**src/rtl/tcw_pkg.sv**
```systemverilog
`default_nettype none
// ----------------------------------------------------------------------------
// Text console writer package
// Shared request and response types, control enums and character codes.
// ----------------------------------------------------------------------------
package tcw_pkg;

  // Width of a cell position on the ports.
  localparam int POS_W = 11;

  // Character and attribute codes.
  localparam logic [7:0] CH_SPACE   = 8'h20;
  localparam logic [7:0] CH_LF      = 8'h0A;
  localparam logic [7:0] CH_BS      = 8'h5C;
  localparam logic [7:0] CH_N       = 8'h6E;
  localparam logic [7:0] ATTR_BLANK = 8'h07;
  localparam logic [15:0] CELL_BLANK = {ATTR_BLANK, CH_SPACE};

  // Request kinds.
  typedef enum logic [1:0] {
    KIND_PUT  = 2'd0,
    KIND_LINE = 2'd1,
    KIND_READ = 2'd2,
    KIND_SETC = 2'd3
  } kind_t;

  typedef struct packed {
    kind_t              kind;
    logic [7:0]         ch;
    logic [7:0]         color;
    logic               last;
    logic [POS_W-1:0]   position;
  } req_t;

  typedef struct packed {
    logic [POS_W-1:0]   cursor_now;
    logic [7:0]         cell_char;
    logic [7:0]         cell_attr;
  } rsp_t;

  // Controller states.
  typedef enum logic [3:0] {
    ST_CLEAR,
    ST_IDLE,
    ST_DISPATCH,
    ST_PUT,
    ST_LINE,
    ST_SETTLE,
    ST_SCROLL,
    ST_SCROLL_END,
    ST_READ,
    ST_DIVIDE
  } state_t;

  // Work still pending for the current request.
  typedef enum logic [2:0] {
    ACT_NONE,
    ACT_PUT,
    ACT_LINE,
    ACT_READ,
    ACT_SETC
  } act_t;

  // Commands from the controller to the datapath.
  typedef struct packed {
    logic load;
    logic put;
    logic put_bs;
    logic line;
    logic scroll_step;
    logic scroll_end;
    logic clear_step;
    logic read;
    logic div_step;
  } cmd_t;

  // Status from the datapath to the controller.
  typedef struct packed {
    logic cur_ovf;
    logic sc_last;
    logic div_last;
  } sts_t;

endpackage
`default_nettype wire

```
**src/rtl/tcw_ctrl.sv**
```systemverilog
`default_nettype none
// ----------------------------------------------------------------------------
// Text console writer controller
// Decodes each request, tracks a held backslash and sequences the datapath
// through writes, line moves, scrolls, reads and cursor loads.
// ----------------------------------------------------------------------------
module tcw_ctrl (
  input  wire logic          clk,
  input  wire logic          rst,
  input  wire logic          start,
  input  wire tcw_pkg::req_t req,
  input  wire tcw_pkg::sts_t sts,
  output tcw_pkg::cmd_t      cmd,
  output logic               busy,
  output logic               done
);
  import tcw_pkg::*;

  state_t state, state_next;
  act_t   act, act_next;
  logic   pend_bs, pend_bs_next;
  logic   held, held_next;
  logic   scroll_to_put, scroll_to_put_next;

  // State register.
  always_ff @(posedge clk) begin
    if (rst) begin
      state         <= ST_CLEAR;
      act           <= ACT_NONE;
      pend_bs       <= 1'b0;
      held          <= 1'b0;
      scroll_to_put <= 1'b0;
    end else begin
      state         <= state_next;
      act           <= act_next;
      pend_bs       <= pend_bs_next;
      held          <= held_next;
      scroll_to_put <= scroll_to_put_next;
    end
  end

  assign busy = (state != ST_IDLE);

  // Next state and datapath commands.
  always_comb begin
    state_next         = state;
    act_next           = act;
    pend_bs_next       = pend_bs;
    held_next          = held;
    scroll_to_put_next = scroll_to_put;
    cmd                = '0;
    done               = 1'b0;
    unique case (state)
      ST_CLEAR: begin
        cmd.clear_step = 1'b1;
        if (sts.sc_last) begin
          state_next = ST_IDLE;
        end
      end
      ST_IDLE: begin
        if (start) begin
          cmd.load     = 1'b1;
          state_next   = ST_DISPATCH;
          pend_bs_next = 1'b0;
          unique case (req.kind)
            KIND_PUT: begin
              if (held && req.ch == CH_N) begin
                // Backslash then n: a line move, nothing written.
                act_next  = ACT_LINE;
                held_next = 1'b0;
              end else begin
                // A held backslash that does not open the pair is written first.
                pend_bs_next = held;
                if (req.ch == CH_BS && !req.last) begin
                  held_next = 1'b1;
                  act_next  = ACT_NONE;
                end else if (req.ch == CH_LF) begin
                  held_next = 1'b0;
                  act_next  = ACT_LINE;
                end else begin
                  held_next = 1'b0;
                  act_next  = ACT_PUT;
                end
              end
            end
            KIND_LINE: act_next = ACT_LINE;
            KIND_READ: act_next = ACT_READ;
            KIND_SETC: act_next = ACT_SETC;
            default:   act_next = ACT_NONE;
          endcase
        end
      end
      ST_DISPATCH: begin
        if (pend_bs || act == ACT_PUT) begin
          state_next = ST_PUT;
        end else begin
          unique case (act)
            ACT_LINE: state_next = ST_LINE;
            ACT_READ: state_next = ST_READ;
            ACT_SETC: state_next = ST_DIVIDE;
            default: begin
              done       = 1'b1;
              state_next = ST_IDLE;
            end
          endcase
        end
      end
      ST_PUT: begin
        if (sts.cur_ovf) begin
          scroll_to_put_next = 1'b1;
          state_next         = ST_SCROLL;
        end else begin
          cmd.put    = 1'b1;
          cmd.put_bs = pend_bs;
          if (pend_bs) begin
            pend_bs_next = 1'b0;
          end else begin
            act_next = ACT_NONE;
          end
          state_next = ST_DISPATCH;
        end
      end
      ST_LINE: begin
        cmd.line   = 1'b1;
        state_next = ST_SETTLE;
      end
      ST_SETTLE: begin
        if (sts.cur_ovf) begin
          scroll_to_put_next = 1'b0;
          state_next         = ST_SCROLL;
        end else begin
          act_next   = ACT_NONE;
          state_next = ST_DISPATCH;
        end
      end
      ST_SCROLL: begin
        cmd.scroll_step = 1'b1;
        if (sts.sc_last) begin
          state_next = ST_SCROLL_END;
        end
      end
      ST_SCROLL_END: begin
        cmd.scroll_end = 1'b1;
        state_next     = scroll_to_put ? ST_PUT : ST_SETTLE;
      end
      ST_READ: begin
        cmd.read   = 1'b1;
        act_next   = ACT_NONE;
        state_next = ST_DISPATCH;
      end
      ST_DIVIDE: begin
        cmd.div_step = 1'b1;
        if (sts.div_last) begin
          act_next   = ACT_NONE;
          state_next = ST_DISPATCH;
        end
      end
      default: state_next = ST_IDLE;
    endcase
  end

  // A result always returns the block to idle.
  a_done_idle: assert property (@(posedge clk) disable iff (rst) done |=> !busy)
    else $error("block not idle after a result");

  // An accepted request occupies the block.
  a_accept_busy: assert property (@(posedge clk) disable iff (rst)
    (start && !busy) |=> busy)
    else $error("block idle right after accepting a request");

  // Only character requests may change the held backslash.
  a_hold_kept: assert property (@(posedge clk) disable iff (rst)
    (start && !busy && req.kind != KIND_PUT) |=> held == $past(held))
    else $error("held backslash changed by a non-character request");

endmodule
`default_nettype wire

```
**config.mk**
```make
export PLATFORM = sky130hd
export DESIGN_NAME = tcw_ctrl
export DESIGN_NICKNAME = d
export VERILOG_FILES = /design/src/rtl/tcw_pkg.sv /design/src/rtl/tcw_ctrl.sv
export SDC_FILE = /design/constraint.sdc
export NUM_CORES = 1
export LEC_CHECK = 0
export BUFFER_PORTS_ARGS = -buffer_cell sky130_fd_sc_hd__buf_2
export CORE_MARGIN = 4
export CORE_UTILIZATION = 41
export DETAILED_ROUTE_END_ITERATION = 10
export PLACE_DENSITY = 0.74
export RECOVER_POWER = 100
export SLEW_MARGIN = 20
export SYNTH_ARGS = -nofsm -noshare
export SYNTH_HDL_FRONTEND = slang
export SYNTH_SLANG_ARGS = --single-unit
```
**constraint.sdc**
```tcl
create_clock -name clk -period 1.8 [get_ports clk]
set_input_delay 0 -clock clk [delete_from_list [all_inputs] [get_ports clk]]
set_output_delay 0 -clock clk [all_outputs]
set_load 0.05 [all_outputs]
```
# ---- Word-level counts from Yosys, hierarchy flattened
# Cells that the tools add are included.
# Widths: inputs -> output; s select.
dict set report totals {
  inputBits 36
  out_inout_bits 11
  word_cells 92
  register_bits 10
}
dict set report op_classes {
  reduce_logical 16
  n_mux 42
  eq_ne 29
}
# cell count
set ops {}
lappend ops {{$pmux 4 s9} 1}
lappend ops {{$mux 3} 7}
lappend ops {{$mux 4} 5}
lappend ops {{$mux 1} 19}
lappend ops {{$ne 2x2->1 const B} 9}
lappend ops {{$eq 4x3->1 const B} 4}
lappend ops {{$eq 8x7->1 const B} 2}
lappend ops {{$pmux 3 s5} 1}
lappend ops {{$pmux 3 s4} 1}
lappend ops {{$pmux 4 s3} 1}
lappend ops {{$mux 2} 5}
lappend ops {{$reduce_and 3->1} 3}
lappend ops {{$eq 4x2->1 const B} 2}
lappend ops {{$eq 4x4->1 const B} 2}
lappend ops {{$eq 8x4->1 const B} 1}
lappend ops {{$eq 3x2->1 const B} 2}
lappend ops {{$reduce_and 6->1} 1}
lappend ops {{$reduce_bool 5->1} 1}
lappend ops {{$eq 2x2->1 const B} 2}
lappend ops {{$eq 4x1->1 const B} 1}
lappend ops {{$logic_not 4->1} 1}
lappend ops {{$ne 4x1->1 const B} 1}
lappend ops {{$pmux 1 s2} 2}
lappend ops {{$reduce_and 4->1} 1}
lappend ops {{10 further kinds} 12}

# ---- Longest topological paths before layout
# Gate-level depths: netlist (run 1).
dict set report depth {
  ltp_word 7
  mapped_depth 5
  depth_no_buf 5
}

# ---- Worst setup path after synthesis (run 1)
# Ideal clock, no wire load.
dict set report synth_timing {
  path_type {reg2out}
  from {register state[3]}
  to {output port done}
  t_required_ns 1.800
  path_buffers 1
  slack_ns -0.387
  arrival_ns 2.187
  stages_incl_launch_ff 5
  cell_sequence {dfxtp_1 -> or2_1 -> buf_2 -> a2111o_1 -> nor3_1}
}
dict set report synth_between {
  elab_chain_cells 2
}
# element line
set synth_rtl {}
lappend synth_rtl {{from (decl)} tcw_ctrl.sv:19} ;# state_t state, state_next;
lappend synth_rtl {{from (signal assigned)} tcw_ctrl.sv:34} ;# state <= state_next;
lappend synth_rtl {{$eq 4x2->1} tcw_ctrl.sv:53} ;# unique case (state)
lappend synth_rtl {{$mux 1} tcw_ctrl.sv:53}
lappend synth_rtl {{to (decl)} tcw_ctrl.sv:15} ;# output logic done
# Every way passes these cells.

# ---- Worst setup path after layout (run 1)
# Same ends and word-level chain as after synthesis.

==> metrics.cfg, run 1 <==
[synth]
synthTopCellsByArea = dfxtp_1, ha_1, a21oi_1
synth_edf_count = 0
syn-cell-area_um2 = 871
avgSynthCellArea_um2 = 7.44
synthArstFlopShare_pct = 0
synth_top_area_cell = dfxtp_1
synth_warnings = 0
synth_fp_nets = 157
synth_top_area_share_pct = 23.0
synthCells = 117
synth_seq_cells = 10
yosysSeqAreaShare_pct = 23.0
yosysUniqueCellTypes = 47
synthFlopType = dfxtp_1

[clocking]
clockBufferDepth = 2
cts_max_level = 1
cts_tree = built
clk_latency_ps = 270
clkTransAtPathRegs_ps = 70
cts_sinks = 10
clockRootBuffer = clkbuf_4
cts_buffers = 3

[min_path]
hp-start = rst
holdPathStages = 2
worst_hold_path.endpoint = state[2]$_SDFFE_PP0P_
hold_path_class = in2reg

[floorplan]
fp.dieW_um = 54.1
dieArea_um2 = 2930
coreArea_um2 = 1980
start_util_pct = 43.9
row_count = 16
ios = 47
fp.dieH_um = 54.1

[setup_path]
worst_ep_arrival_time_ps = 1670
cp-end-kind = output port
reg2reg_to = state[0]$_SDFFE_PP0P_
reg2reg_from = state[1]$_SDFFE_PP0P_
worstPathRequired_ps = 1800
worstSetupPathType = reg2out
reg2reg_depth = 4
cp_max_fo = 6
r2r_setup_slack_ps = 200
cp-start-kind = register

[finish]
final_common_cell = buf_2
nets = 187
mostFrequentLayoutCells = buf_2, inv_1, a21oi_1, dfxtp_1, nor2_1
area_delta_synth_final_pct = 24.6
layout-drive-gt1-share_pct = 26.0
num_antenna_cells = 0
fillers = 206

[route]
totalWireLength_um = 2310
wl_per_cell_um = 13.3
drc_errors = 0
vias = 982
drtIter0Drc = 15
postRouteAntennaNets = 0
viasPerCell = 5.68
drtPass1Iterations = 4

[placement]
portBuffers = 27
dp_hpwl_um = 1780
place_congestion = 0.828

[global_route]
grt_pass1_vias = 887
grt_max_degree = 15
grt_pass1_wl_um = 3890
grt_overflow_total = 0
grt_antenna_before_repair = 0
track_usage_pct = 18.0

[timing]
hold_slack_ps = 23.2
slew_headroom_pct = 57.5
fin_skew_ps = 0.326
hold_violations = 0
drv_slew = 0
worstMarginPinSlew_ps = 621
setup_viol = 0
rsz0062_at_grt = false
totalNegativeSetupSlack_ps = 0
finalCriticalPeriod_ps = 1670
fmax_ghz = 0.598
min_period_over_period_pct = 92.9

[power_and_ir_drop]
vdd_drop_max_mv = 0.402
powerDensity_nw_per_um2 = 546
static-leakage-power_uw = 0.000451

[job]
drv_cap = 0

[status]
status = finished clean

-- what timing repair did --
item,4_1_cts,5_1_grt
endpoints found under the setup margin,1,2
buffers inserted,0,0
gates cloned,0,0
resized for setup,1,2
hold buffers,0,0
pin swaps,0,1
-- through the flow --
| step | std cells | power, µW | area, µm² | util (%) | worst slack [ps] |
|---|---|---|---|---|---|
| detailed placement | 169 | 390 | 1060 | 53.5 | 194 |
| finish | 173 | 592 | 1080 | 54.7 | 128 |
| floorplan | 117 | 340 | 887 | - | 20.7 |
| global placement | 169 | 386 | 1060 | 53.5 | 265 |
| CTS | 173 | 597 | 1100 | 55.4 | 32.1 |
| global route | 173 | 630 | 1080 | 54.7 | 27.5 |
-- metal layers --
layer | vias to the layer above | global-route usage, % | part of all wire, %
li1 | 489 | - | -
met1 | 464 | 24.2 | 46
met2 | 27 | 28.2 | 47
met3 | 2 | 3.32 | 5.8
met4 | 0 | 6.64 | 0.52
met5 | - | 0 | 0
-- synthesized netlist by cell type (2+ instances only) --
cell	instances
inv_1	11
clkbuf_1	2
and3_1	2
nor4_1	2
ha_1	4
nand2b_1	4
a2111oi_0	3
nor2_1	8
buf_2	3
a211oi_1	3
nand2_1	5
dfxtp_1	10
nor2b_1	4
o21a_1	2
a21oi_1	9
nand4_1	3
nor3_1	6
o21ai_0	5
nor3b_1	2
or3_1	2
-- power breakdown --
part           total [µW]  leakage [µW]  internal [µW]  switching [µW]
clock                 206     0.0000210            123            83.0
combinational         153      0.000348           53.9            98.8
sequential            233     0.0000815            227            6.08
-- critical path, cell delays in order, from the launching register on --
cell and delay (ps):
dfxtp_1 320, or2_1 310, a2111o_1 370, nor3_2 190, buf_4 220
-- final cells by class --
| class | count | area [µm²] | area share (%) |
|---|---|---|---|
| sequential | 10 | 201 | 18.6 |
| inverter | 12 | 45.0 | 4.15 |
| timing repair buffer | 31 | 160 | 14.8 |
| multi-input combinational | 89 | 608 | 56.1 |
| clock buffer | 4 | 36.3 | 3.34 |
| tap | 27 | 33.8 | 3.11 |
-- worst max-delay path by stage --
stage | from | endpoint | slack, ps
2_1_floorplan | state[3]$_SDFFE_PP0P_ | done | 20
3_3_place_gp | state[2]$_SDFFE_PP0P_ | act[1]$_SDFFE_PP0P_ | 270
3_5_place_dp | state[2]$_SDFFE_PP0P_ | act[1]$_SDFFE_PP0P_ | 190
4_1_cts | state[3]$_SDFFE_PP0P_ | done | 30
5_1_grt | state[2]$_SDFFE_PP0P_ | done | 30
6_report | state[3]$_SDFFE_PP0P_ | done | 130
-- state kept, by name (all words and copies together) (netlist names) --
name / cells
scroll_to_put: 1
state: 4
act: 3
held: 1
pend_bs: 1
-- logic make-up after synthesis --
group / Yosys count / synth area share [%]
AND/OR/NAND/NOR: 48 / 33.0
AO/OA/AOI/OAI: 36 / 28.9
buffers and inverters: 18 / 8.19
flip-flops: 10 / 23.0
adder cells (fa/ha/maj): 4 / 5.75
multiplexers: 1 / 1.15
Power figures use the tool's default switching activity.
==> run 2, diff against run 1 <==
--- a/config.mk
+++ b/config.mk
@@ -6,11 +6,13 @@
 export NUM_CORES = 1
 export LEC_CHECK = 0
 export BUFFER_PORTS_ARGS = -buffer_cell sky130_fd_sc_hd__buf_2
+export CAP_MARGIN = 20
 export CORE_MARGIN = 4
 export CORE_UTILIZATION = 41
 export DETAILED_ROUTE_END_ITERATION = 10
 export PLACE_DENSITY = 0.74
 export RECOVER_POWER = 100
+export SETUP_SLACK_MARGIN = 0.1
 export SLEW_MARGIN = 20
 export SYNTH_ARGS = -nofsm -noshare
 export SYNTH_HDL_FRONTEND = slang
==> constraint.sdc (replaced) <==
create_clock -name clk -period 1.8 [get_ports clk]
set_input_delay 0 -clock clk [delete_from_list [all_inputs] [get_ports clk]]
set_output_delay 0 -clock clk [all_outputs]
set_load 0.02 [all_outputs]
==> metrics.cfg, run 2 (synthesis results as in run 1) <==
[min_path]
hp-start = rst
hold_path_class = in2reg
holdPathStages = 2

[placement]
placed_cells = 169
dp_hpwl_um = 1830
place_congestion = 0.897
portBuffers = 27

[power_and_ir_drop]
vdd_drop_max_mv = 0.374
powerDensity_nw_per_um2 = 500
static-leakage-power_uw = 0.000416

[timing]
min_period_over_period_pct = 91.0
setup_viol = 0
totalNegativeSetupSlack_ps = 0
drv_slew = 0
fmax_ghz = 0.611
slew_headroom_pct = 63.2
finalCriticalPeriod_ps = 1640
rsz0062_at_grt = false
hold_violations = 0
worstMarginPinSlew_ps = 538
fin_skew_ps = 6.06

[finish]
largest-register = state
area_delta_synth_final_pct = 20.7
fin_cells = 172
layout-drive-gt1-share_pct = 20.7
largest_reg_flops = 4
mostFrequentLayoutCells = buf_2, inv_1, clkbuf_1
nets = 187
reg_top3 = state (4), act (3)
num_antenna_cells = 0
final_common_cell = buf_2

[setup_path]
cp-end-kind = output port
worstPathRequired_ps = 1800
cp-start-kind = register
cp_max_fo = 12
slowest_delay_ps = 380
reg2reg_from = state[0]$_SDFFE_PP0P_
cp_slowest_cell = dfxtp_4
reg2reg_depth = 5
crit_path_cell_trace = or2_0, a2111o_1, nor3_1, clkbuf_2
crit_start = state[3]$_SDFFE_PP0P_
worstSetupPathType = reg2out
worst_ep_arrival_time_ps = 1640

[floorplan]
dieArea_um2 = 2930
fp.dieH_um = 54.1
coreArea_um2 = 1980
row_count = 16
fp.dieW_um = 54.1
ios = 47
start_util_pct = 43.9

[job]
drv_cap = 0

[clocking]
clockBufferDepth = 2
cts_max_level = 1
clockRootBuffer = clkbuf_4
cts_buffers = 3
cts_setup_buffers = 0
clkTransAtPathRegs_ps = 70
clk_latency_ps = 270
cts_tree = built
cts_sinks = 10

[route]
totalWireLength_um = 2330
vias = 974
drtIter0Drc = 30
drtPass1Iterations = 6
viasPerCell = 5.66
wl_per_cell_um = 13.5
drc_errors = 0
postRouteAntennaNets = 0

[status]
status = finished clean

[global_route]
grt_pass1_wl_um = 3900
grt_overflow_total = 0
track_usage_pct = 18.4
grt_max_degree = 14
grt_pass1_vias = 887
grt_antenna_before_repair = 0

==> run 2: timing repair <==
item | in CTS | in global routing
pin swaps | 1 | 0
hold buffers | 0 | 0
hold endpoints to repair | 0 | 0
endpoints found under the setup margin | 1 | 1
gates resized for setup | 4 | 3
==> run 2: path summary, 6_finish.rpt <==
| kind | end | slack, ps |
|---|---|---|
| setup / recovery | done | 160 |
| hold / removal | state[2]$_SDFFE_PP0P_ | 20 |
| setup reg to reg | act[0]$_SDFFE_PP0P_ | 300 |
| hold reg to reg | held$_SDFFE_PP0P_ | 500 |
==> run 2: worst max-delay path, delay by kind of cell (launching register included) <==
family          cells  cell delay [ps]
simple gates        2              460
buf+inv             1              210
compound gates      1              330
flops               1              380
==> run 2: area by class of cell <==
cell class / count / area (µm²)
well taps: 27 / 33.8
fillers: 201 / 931
flip-flops and latches: 10 / 209
repair buffers: 31 / 146
inverters: 12 / 45.0
clock buffers: 3 / 22.5
multi-input cells: 89 / 594
==> run 2: layer usage <==
layer	vias up	GRT usage [%]	wire length (µm)
met5	-	0	0
li1	490	-	-
met1	447	22.8	994
met4	0	8.30	29
met2	33	29.2	1130
met3	4	5.54	170
==> run 2: stage by stage <==
| step | utilization [%] | worst slack (ps) | hold WS (ps) | power, µW | instance area (µm²) |
|---|---|---|---|---|---|
| 2_1_floorplan | - | 203 | 86.3 | 322 | 871 |
| 3_3_place_gp | 52.7 | 238 | 305 | 372 | 1040 |
| 3_5_place_dp | 52.7 | 273 | 307 | 377 | 1040 |
| 4_1_cts | 54.1 | 119 | 10.3 | 535 | 1070 |
| 5_1_grt | 53.0 | 67.3 | 26.7 | 559 | 1050 |
| 6_report | 53.0 | 163 | 22.7 | 526 | 1050 |
==> run 2: power by group <==
part           leakage, µW  internal (µW)  switching [µW]  total [µW]
Combinational     0.000319           53.6            76.8         130
Sequential       0.0000831            225            10.6         235
Clock            0.0000138           77.5            82.7         160
